## src/design/shbs_pkg.sv

```systemverilog
package shbs_pkg;

	typedef enum logic [2:0] {
		M_IDLE      = 3'd0,
		M_HOMING    = 3'd1,
		M_PREP      = 3'd2,
		M_UP        = 3'd3,
		M_DOWN_OVER = 3'd4,
		M_DOWN_CORR = 3'd5
	} mode_t;

	typedef enum logic [1:0] {
		OP_TICK = 2'd0,
		OP_HOME = 2'd1,
		OP_MOVE = 2'd2
	} op_t;

	// jump conditions of the microcode
	typedef enum logic [2:0] {
		J_NONE     = 3'd0,
		J_NO_IN    = 3'd1,
		J_NO_TRACK = 3'd2,
		J_DIV_MORE = 3'd3,
		J_OUT_BUSY = 3'd4
	} jump_t;

	localparam int STEP_W = 3;
	typedef logic [STEP_W-1:0] step_t;

	localparam step_t S_WAIT     = 3'd0;
	localparam step_t S_CTRL     = 3'd1;
	localparam step_t S_MUL      = 3'd2;
	localparam step_t S_PREP     = 3'd3;
	localparam step_t S_DIV_INIT = 3'd4;
	localparam step_t S_DIV      = 3'd5;
	localparam step_t S_POS      = 3'd6;
	localparam step_t S_EMIT     = 3'd7;

	typedef struct packed {
		logic  accept;
		logic  ctrl;
		logic  mul;
		logic  prep;
		logic  div_init;
		logic  div_step;
		logic  pos;
		logic  emit;
		jump_t jump;
		step_t dest;
	} ucode_t;

	typedef struct packed {
		logic track;
		logic div_last;
		logic out_busy;
	} dp_status_t;

	localparam int DIV_STEPS = 32;
	localparam logic [11:0] PPM_RESET = 12'd400;
	localparam logic signed [23:0] HOMING_RUN = 24'sd5000000;
	localparam logic signed [23:0] BACKLASH_PULSES = 24'sd820; // dead zone plus overshoot
	localparam logic signed [18:0] HOME_POS_Q8 = 19'sd53760;   // 210 mm
	localparam logic [16:0] HOME_TGT_Q8 = 17'd53760;

endpackage

```

## src/design/shbs_ucode_rom.sv

```systemverilog
module shbs_ucode_rom (
	input  shbs_pkg::step_t  step,
	output shbs_pkg::ucode_t cw
);
	import shbs_pkg::*;

	always_comb begin
		cw = '0;
		cw.jump = J_NONE;
		cw.dest = S_WAIT;
		case (step)
			S_WAIT: begin
				cw.accept = 1'b1;
				cw.jump = J_NO_IN;
				cw.dest = S_WAIT;
			end
			S_CTRL:     cw.ctrl = 1'b1;
			S_MUL:      cw.mul = 1'b1;
			S_PREP: begin
				cw.prep = 1'b1;
				cw.jump = J_NO_TRACK;
				cw.dest = S_EMIT;
			end
			S_DIV_INIT: cw.div_init = 1'b1;
			S_DIV: begin
				cw.div_step = 1'b1;
				cw.jump = J_DIV_MORE;
				cw.dest = S_DIV;
			end
			S_POS:      cw.pos = 1'b1;
			S_EMIT: begin
				cw.emit = 1'b1;
				cw.jump = J_OUT_BUSY;
				cw.dest = S_EMIT;
			end
			default: cw = '0;
		endcase
	end

endmodule

```

## src/design/shbs_datapath.sv

```systemverilog
module shbs_datapath (
	input  logic                clk,
	input  logic                arst_n,
	input  shbs_pkg::ucode_t    cw,
	output shbs_pkg::dp_status_t status,
	input  logic                cfg_valid,
	input  logic [11:0]         pulses_per_mm,
	input  logic                in_valid,
	input  logic [1:0]          op,
	input  logic [16:0]         target_position,
	input  logic                switch_pressed,
	input  logic                motor_running,
	input  logic signed [23:0]  distance_to_go,
	output logic                out_valid,
	input  logic                out_ready,
	output logic                move_valid,
	output logic signed [23:0]  move_pulses,
	output logic                stop_request,
	output logic                slow_speed,
	output logic                constant_speed,
	output logic [2:0]          machine_mode,
	output logic signed [18:0]  current_position
);
	import shbs_pkg::*;

	function automatic logic signed [23:0] sat24(input logic signed [33:0] v);
		if (v > 34'sd8388607) return 24'sh7fffff;
		if (v < -34'sd8388608) return 24'sh800000;
		return v[23:0];
	endfunction

	function automatic logic signed [18:0] sat19(input logic signed [33:0] v);
		if (v > 34'sd262143) return 19'sh3ffff;
		if (v < -34'sd262144) return 19'sh40000;
		return v[18:0];
	endfunction

	// architectural state
	mode_t             mode_q;
	logic              p1_q, p2_q, prev_q;
	logic signed [18:0] pos_q;
	logic [16:0]       tgt_q;
	logic [11:0]       ppm_q;

	// latched beat
	logic [1:0]        op_q;
	logic [16:0]       tgt_in_q;
	logic              sw_q, run_q;
	logic signed [23:0] dtg_q;

	// tick scratch
	logic              mv_q, stop_q, prep_q;
	logic signed [23:0] mvp_q;
	logic signed [19:0] d_q;
	logic signed [32:0] prod_q;
	logic [31:0]       dq_q;
	logic [11:0]       rem_q;
	logic              neg_q;
	logic [4:0]        div_cnt_q;

	// result register
	logic              out_valid_q, move_valid_q, stop_out_q, p2_out_q;
	logic signed [23:0] move_pulses_q;
	mode_t             mode_out_q;
	logic signed [18:0] pos_out_q;

	logic [11:0] ppm_e;
	assign ppm_e = (ppm_q == 12'd0) ? 12'd1 : ppm_q;

	// control step
	mode_t             mode_c;
	logic              p1_c, p2_c, mv_c, stop_c, prep_c;
	logic signed [18:0] pos_c;
	logic [16:0]       tgt_c;
	logic signed [23:0] mvp_c;
	logic signed [19:0] d_c;

	always_comb begin
		mode_c = mode_q;
		p1_c = p1_q;
		p2_c = p2_q;
		pos_c = pos_q;
		tgt_c = tgt_q;
		mv_c = 1'b0;
		mvp_c = '0;
		prep_c = 1'b0;
		stop_c = sw_q && !prev_q;
		if (mode_q == M_IDLE) begin
			if (op_q == OP_HOME) begin
				mode_c = M_HOMING;
			end else if (op_q == OP_MOVE) begin
				mode_c = M_PREP;
				tgt_c = tgt_in_q;
			end
		end
		if (mode_c == M_HOMING) begin
			if (!p1_c && !p2_c) begin
				p1_c = 1'b1;
				mv_c = 1'b1;
				mvp_c = HOMING_RUN;
			end else begin
				if (p1_c && sw_q && !run_q) begin
					p2_c = 1'b1;
					mv_c = 1'b1;
					mvp_c = -HOMING_RUN;
				end
				if (p2_c && !sw_q) begin
					stop_c = 1'b1;
					p1_c = 1'b0;
					p2_c = 1'b0;
					mode_c = M_IDLE;
					pos_c = HOME_POS_Q8;
					tgt_c = HOME_TGT_Q8;
				end
			end
		end
		d_c = {pos_c[18], pos_c} - $signed({3'b000, tgt_c});
		if (mode_c == M_PREP) begin
			prep_c = 1'b1;
			mv_c = 1'b1;
			mode_c = d_c[19] ? M_DOWN_OVER : M_UP;
		end else if (mode_c == M_DOWN_OVER && !run_q) begin
			mode_c = M_DOWN_CORR;
			mv_c = 1'b1;
			mvp_c = BACKLASH_PULSES;
		end else if ((mode_c == M_DOWN_CORR || mode_c == M_UP) && !run_q) begin
			mode_c = M_IDLE;
		end
	end

	// move preparation: truncate toward zero, then backlash on downward moves
	logic signed [32:0] trunc_c;
	logic signed [33:0] pp_c;
	always_comb begin
		trunc_c = prod_q[32] ? ((prod_q + 33'sd255) >>> 8) : (prod_q >>> 8);
		pp_c = {trunc_c[32], trunc_c};
		if (d_q[19]) pp_c = pp_c - 34'(BACKLASH_PULSES);
	end

	// position tracking: |left*256| + ppm/2, then divide by ppm
	logic signed [23:0] left_c;
	logic signed [31:0] num_c;
	logic [31:0]       mag_c;
	logic [12:0]       trial_c;
	logic              ge_c;
	logic signed [33:0] qs_c, sum_c;
	always_comb begin
		left_c = mv_q ? mvp_q : dtg_q;
		num_c = {left_c, 8'h00};
		mag_c = num_c[31] ? 32'(-num_c) : 32'(num_c);
		trial_c = {rem_q, dq_q[31]};
		ge_c = trial_c >= {1'b0, ppm_e};
		qs_c = neg_q ? -$signed({2'b00, dq_q}) : $signed({2'b00, dq_q});
		sum_c = $signed({17'd0, tgt_q}) + qs_c;
	end

	always_comb begin
		status.track = mode_q inside {M_UP, M_DOWN_OVER, M_DOWN_CORR};
		status.div_last = div_cnt_q == 5'(DIV_STEPS - 1);
		status.out_busy = out_valid_q && !out_ready;
	end

	always_ff @(posedge clk or negedge arst_n) begin
		if (!arst_n) begin
			mode_q <= M_IDLE;
			p1_q <= 1'b0;
			p2_q <= 1'b0;
			prev_q <= 1'b0;
			pos_q <= '0;
			tgt_q <= '0;
			ppm_q <= PPM_RESET;
			out_valid_q <= 1'b0;
			div_cnt_q <= '0;
		end else begin
			if (cfg_valid) ppm_q <= pulses_per_mm;
			if (cw.ctrl) begin
				mode_q <= mode_c;
				p1_q <= p1_c;
				p2_q <= p2_c;
				prev_q <= sw_q;
				pos_q <= pos_c;
				tgt_q <= tgt_c;
			end
			if (cw.div_init) div_cnt_q <= '0;
			else if (cw.div_step) div_cnt_q <= div_cnt_q + 5'd1;
			if (cw.pos) pos_q <= sat19(sum_c);
			if (cw.emit && !status.out_busy) out_valid_q <= 1'b1;
			else if (out_ready) out_valid_q <= 1'b0;
		end
	end

	always_ff @(posedge clk) begin
		if (cw.accept && in_valid) begin
			op_q <= op;
			tgt_in_q <= target_position;
			sw_q <= switch_pressed;
			run_q <= motor_running;
			dtg_q <= distance_to_go;
		end
		if (cw.ctrl) begin
			mv_q <= mv_c;
			mvp_q <= mvp_c;
			stop_q <= stop_c;
			prep_q <= prep_c;
			d_q <= d_c;
		end
		if (cw.mul) prod_q <= d_q * $signed({1'b0, ppm_e});
		if (cw.prep && prep_q) mvp_q <= sat24(pp_c);
		if (cw.div_init) begin
			dq_q <= mag_c + {21'd0, ppm_e[11:1]};
			rem_q <= '0;
			neg_q <= num_c[31];
		end
		if (cw.div_step) begin
			rem_q <= ge_c ? 12'(trial_c - {1'b0, ppm_e}) : trial_c[11:0];
			dq_q <= {dq_q[30:0], ge_c};
		end
		if (cw.emit && !status.out_busy) begin
			move_valid_q <= mv_q;
			move_pulses_q <= mv_q ? mvp_q : 24'sd0;
			stop_out_q <= stop_q;
			p2_out_q <= p2_q;
			mode_out_q <= mode_q;
			pos_out_q <= pos_q;
		end
	end

	assign out_valid = out_valid_q;
	assign move_valid = move_valid_q;
	assign move_pulses = move_pulses_q;
	assign stop_request = stop_out_q;
	assign slow_speed = p2_out_q;
	assign constant_speed = p2_out_q;
	assign machine_mode = mode_out_q;
	assign current_position = pos_out_q;

endmodule

```

## src/design/stepper_homing_backlash_sequencer_top.sv

```systemverilog
// Each beat runs the wait, control, multiply and prep steps of the 8-step
// microprogram, then emit; a tracked position adds div-init, the 1-bit/cycle
// divide loop and the position step before emit, which holds while a result is stalled.
// One beat at a time; a new beat is taken while the previous result still waits.
// Reset: arst_n asynchronous, active low; clears machine state, position and
// target to 0, pulses_per_mm to 400; no clearing pass.
module stepper_homing_backlash_sequencer_top (
	input  logic               clk,
	input  logic               arst_n,
	input  logic               cfg_valid,
	output logic               cfg_ready,
	input  logic [11:0]        pulses_per_mm,
	input  logic               in_valid,
	output logic               in_ready,
	input  logic [1:0]         op,
	input  logic [16:0]        target_position,
	input  logic               switch_pressed,
	input  logic               motor_running,
	input  logic signed [23:0] distance_to_go,
	output logic               out_valid,
	input  logic               out_ready,
	output logic               move_valid,
	output logic signed [23:0] move_pulses,
	output logic               stop_request,
	output logic               slow_speed,
	output logic               constant_speed,
	output logic [2:0]         machine_mode,
	output logic signed [18:0] current_position
);
	import shbs_pkg::*;

	step_t      step_q;
	ucode_t     cw;
	dp_status_t status;
	logic       taken;

	shbs_ucode_rom u_rom (
		.step(step_q),
		.cw(cw)
	);

	shbs_datapath u_dp (
		.clk(clk),
		.arst_n(arst_n),
		.cw(cw),
		.status(status),
		.cfg_valid(cfg_valid),
		.pulses_per_mm(pulses_per_mm),
		.in_valid(in_valid),
		.op(op),
		.target_position(target_position),
		.switch_pressed(switch_pressed),
		.motor_running(motor_running),
		.distance_to_go(distance_to_go),
		.out_valid(out_valid),
		.out_ready(out_ready),
		.move_valid(move_valid),
		.move_pulses(move_pulses),
		.stop_request(stop_request),
		.slow_speed(slow_speed),
		.constant_speed(constant_speed),
		.machine_mode(machine_mode),
		.current_position(current_position)
	);

	always_comb begin
		case (cw.jump)
			J_NONE:     taken = 1'b0;
			J_NO_IN:    taken = !in_valid;
			J_NO_TRACK: taken = !status.track;
			J_DIV_MORE: taken = !status.div_last;
			J_OUT_BUSY: taken = status.out_busy;
			default:    taken = 1'b0;
		endcase
	end

	// step counter wraps from the emit step back to wait
	always_ff @(posedge clk or negedge arst_n) begin
		if (!arst_n) begin
			step_q <= S_WAIT;
		end else begin
			step_q <= taken ? cw.dest : step_q + step_t'(1);
		end
	end

	assign in_ready = cw.accept;
	assign cfg_ready = 1'b1;

endmodule

```

## config.mk

```make
export PLATFORM = sky130hd
export DESIGN_NAME = stepper_homing_backlash_sequencer_top
export DESIGN_NICKNAME = d
export VERILOG_FILES = /design/src/design/shbs_pkg.sv /design/src/design/shbs_ucode_rom.sv /design/src/design/shbs_datapath.sv /design/src/design/stepper_homing_backlash_sequencer_top.sv
export SDC_FILE = /design/constraint.sdc
export NUM_CORES = 1
export LEC_CHECK = 0
export ABC_AREA = 1
export BUFFER_PORTS_ARGS = -buffer_cell sky130_fd_sc_hd__buf_2
export CAP_MARGIN = 20
export CORE_ASPECT_RATIO = 1.25
export CORE_UTILIZATION = 65
export CTS_BUF_LIST = sky130_fd_sc_hd__clkbuf_2
export CTS_CLUSTER_DIAMETER = 80
export DETAILED_ROUTE_END_ITERATION = 8
export PLACE_DENSITY = 0.86
export SYNTH_ARGS = -nofsm -noshare
export SYNTH_HDL_FRONTEND = slang
export SYNTH_HIERARCHICAL = 1
export SYNTH_SLANG_ARGS = --single-unit
```

## constraint.sdc

```tcl
create_clock -name clk -period 8.4 [get_ports clk]
set_clock_uncertainty 0.05 [all_clocks]
set_input_delay 0.84 -clock clk [delete_from_list [all_inputs] [get_ports clk]]
set_output_delay 0.84 -clock clk [all_outputs]
set_load 0.02 [all_outputs]
```

==> results.json <==
{
  "dr_total_vias": 22800,
  "core_um2": 40400,
  "tightest_slew_ps": 966,
  "cts_max_path_buffers": 3,
  "drt_wl_total_mm": 71.6,
  "syn_inst": 3363,
  "drc": 0,
  "synth_warnings": 6,
  "via_per_inst": 5.55,
  "clkSinkCount": 282,
  "worstPathArrival_ps": 7470,
  "grt-ovfl-total": 0,
  "synthSimpleGateAreaFrac": 0.231,
  "rsz0062_at_grt": "no",
  "met1_usage": 0.402,
  "hold_violations": 0,
  "dpl-instance-area_um2": 27800,
  "grt_pass1_wl_mm": 114,
  "synth_top_family_by_area": "simple AND/OR/NAND/NOR gates",
  "synthAdderAreaFrac": 0.226,
  "report.final.setup_viol": 0,
  "insertion_delay_ps": 1050,
  "avgSynthCellArea_um2": 7.98,
  "numCtsBuffers": 71,
  "clkSlewWorstSetupHoldPaths_ps": 110,
  "crit_type": "reg2reg",
  "htree_levels": 3,
  "use_met2": 0.607,
  "dpl_worst_slack_ps": 1620,
  "tns_ps": 0,
  "port_buffers": 113,
  "synthDistinctLibCells": 63,
  "cts_tree": "done",
  "min_period_ps": 6830,
  "initial_utilization": 0.664,
  "grt_antenna_before_repair": 4,
  "drt_iter0_markers": 2104,
  "synth_edf_count": 219,
  "syn_area_um2": 26800,
  "ys_top_cells_by_count": "nand2_1 (910), inv_1 (695), fa_1 (222), edfxtp_1 (219), nor2_1 (199)",
  "async_flop_share": 0.223,
  "finalCritPeriodShare": 0.813,
  "ios": 115,
  "gp_congestion": 1.02,
  "path_max_fanout": 23,
  "synth_mux_area_frac": 0,
  "synth-compound-area-share": 0.0713,
  "num-nets-final": 3914,
  "drive_above_1_share": 0.108,
  "cts_root_buf": "clkbuf_2",
  "end_kind": "flip-flop",
  "syn_nets": 3777,
  "die_y_um": 229,
  "area_growth_pct": 7.23,
  "grt_pass1_vias": 22700,
  "row_count": 82,
  "post_drt_wl_per_cell_um": 17.4,
  "worstSetupStartpointType": "flip-flop",
  "synth-xor-area-share": 0.0511,
  "status": "finished, final reports clean",
  "yosysMostFrequentCell": "nand2_1",
  "die_width_um": 184,
  "fin_area_um2": 28800,
  "synth_seq_area_share": 0.304,
  "crit_required_ps": 9040,
  "ys_seq_elements": 282,
  "clock.fmax_mhz": 146,
  "max_cap_violations": 0,
  "grt.busiest_layer": "met2",
  "dieArea_um2": 42100,
  "yosysTopAreaCell": "edfxtp_1",
  "drtAntennaViolNets": 0,
  "drv_slew": 0,
  "relSlewSlack": 0.356,
  "grt_max_degree": 65,
  "synth_flop_cell": "edfxtp_1",
  "hp-class": "in2reg",
  "cts_setup_buffers": 0,
  "grt_usage": 0.351,
  "fin_ws_ps": 1570,
  "synth_area_leaders": "edfxtp_1 (25%), fa_1 (17%), nand2_1 (13%), inv_1 (9.7%), ha_1 (6.1%)",
  "grtUsageMet3": 0.0549,
  "drt-pass1-iter-count": 8,
  "dpl.hpwl_mm": 55.0,
  "synth_top_area_share": 0.245
}
==> flip-flops by register name (all words and copies together) (netlist names), 2 cells and up <==
| register | flops |
|---|---|
| step_q | 3 |
| u_dp/tgt_q | 17 |
| u_dp/mode_q | 3 |
| u_dp/mvp_q | 24 |
| u_dp/dq_q | 32 |
| u_dp/div_cnt_q | 5 |
| u_dp/ppm_q | 12 |
| u_dp/current_position | 19 |
| u_dp/rem_q | 12 |
| u_dp/dtg_q | 24 |
| u_dp/machine_mode | 3 |
| u_dp/op_q | 2 |
| u_dp/pos_q | 19 |
| u_dp/d_q | 20 |
| u_dp/tgt_in_q | 17 |
| u_dp/prod_q | 33 |
| u_dp/move_pulses | 24 |
==> per-layer routing <==
metal | share of wire | up-vias
li1 | - | 10700
met1 | 0.36 | 10800
met2 | 0.51 | 1035
met3 | 0.072 | 264
met4 | 0.066 | 0
met5 | 0 | -
==> what timing repair did <==
action                                 4_1_cts  5_1_grt
hold buffers                                31        0
setup endpoints to repair                    0        0
endpoints found under the hold margin       57        0
gates resized for setup                      0        0
==> per-stage QoR <==
| step | util | cells | hold slack (ps) |
|---|---|---|---|
| after floorplan | - | 3363 | 350 |
| after global placement | 0.687 | 3940 | 410 |
| after detailed placement | 0.687 | 3940 | 409 |
| after CTS | 0.711 | 4097 | 0.343 |
| after global routing | 0.712 | 4103 | -25.2 |
| final | 0.712 | 4104 | 63.2 |
==> worst max-delay path, stage by stage, from the launching register on <==
cell	delay (ps)
dfrtp_1	720
nor4_1	370
nand3_1	120
nand2_1	470
inv_1	230
nor2_1	410
inv_1	220
fa_1	560
inv_1	50
fa_1	460
fa_1	490
inv_1	50
fa_1	520
inv_1	40
ha_1	360
a21oi_1	260
o21ai_0	110
inv_1	100
nor3_1	50
a2111oi_0	320
nand3_1	240
nand4_1	130
nand3_1	90
xor2_1	150
==> worst paths after layout <==
kind                            depth (start not counted)           startpoint  slack [ps]                         to
worst max-delay path                                   23        u_dp/ppm_q[9]        1570            u_dp/prod_q[31]
worst min register to register                          0       u_dp/pos_q[13]         380  u_dp/current_position[13]
max in group asynchronous                               3               arst_n        7110             u_dp/tgt_q[10]
min in group asynchronous                               3               arst_n         540                  step_q[1]
worst min-delay path                                    1  target_position[15]          60          u_dp/tgt_in_q[15]
worst max register to register                         23        u_dp/ppm_q[9]        1570            u_dp/prod_q[31]
==> final cells by class <==
| class | count | area (um2) |
|---|---|---|
| antenna | 5 | 12.5 |
| clock buffer | 96 | 480 |
| clock inverter | 30 | 174 |
| fill | 3143 | 11600 |
| inverter | 712 | 2680 |
| multi-input combinational | 2275 | 15600 |
| sequential | 282 | 8160 |
| tap | 546 | 683 |
| timing repair buffer | 158 | 1010 |
==> layout by cell type (no fill, tap or decap), drive strengths merged, types with 2 or more instances in the layout <==
cell	n
nor3	42
edfxtp	219
buf	127
fa	222
inv	713
nand3	143
a21o	7
a211oi	4
a21boi	4
nor2	241
o31ai	3
dfstp	3
o21a	2
nor4	6
o21ai	159
xnor2	46
dlygate4sd3	31
dfrtp	60
diode	5
ha	130
and2	5
o21bai	19
o221ai	2
o211ai	4
nand4	37
or2	7
a21oi	115
xor2	109
nand3b	8
nand2	941
clkbuf	96
a31oi	10
o22ai	2
clkinv	27
==> cells by family (layout without fill, tap and decap cells) <==
family	count (synthesis)	in the layout
buffers and inverters	806	996
adder cells (fa/ha/maj)	352	352
XOR/XNOR	155	155
AO/OA/AOI/OAI	335	335
AND/OR/NAND/NOR	1432	1432
other	1	6
flip-flops	282	282
Power is not shown: default switching activity piles up to over one toggle a cycle in this logic, so the estimate is an artifact.
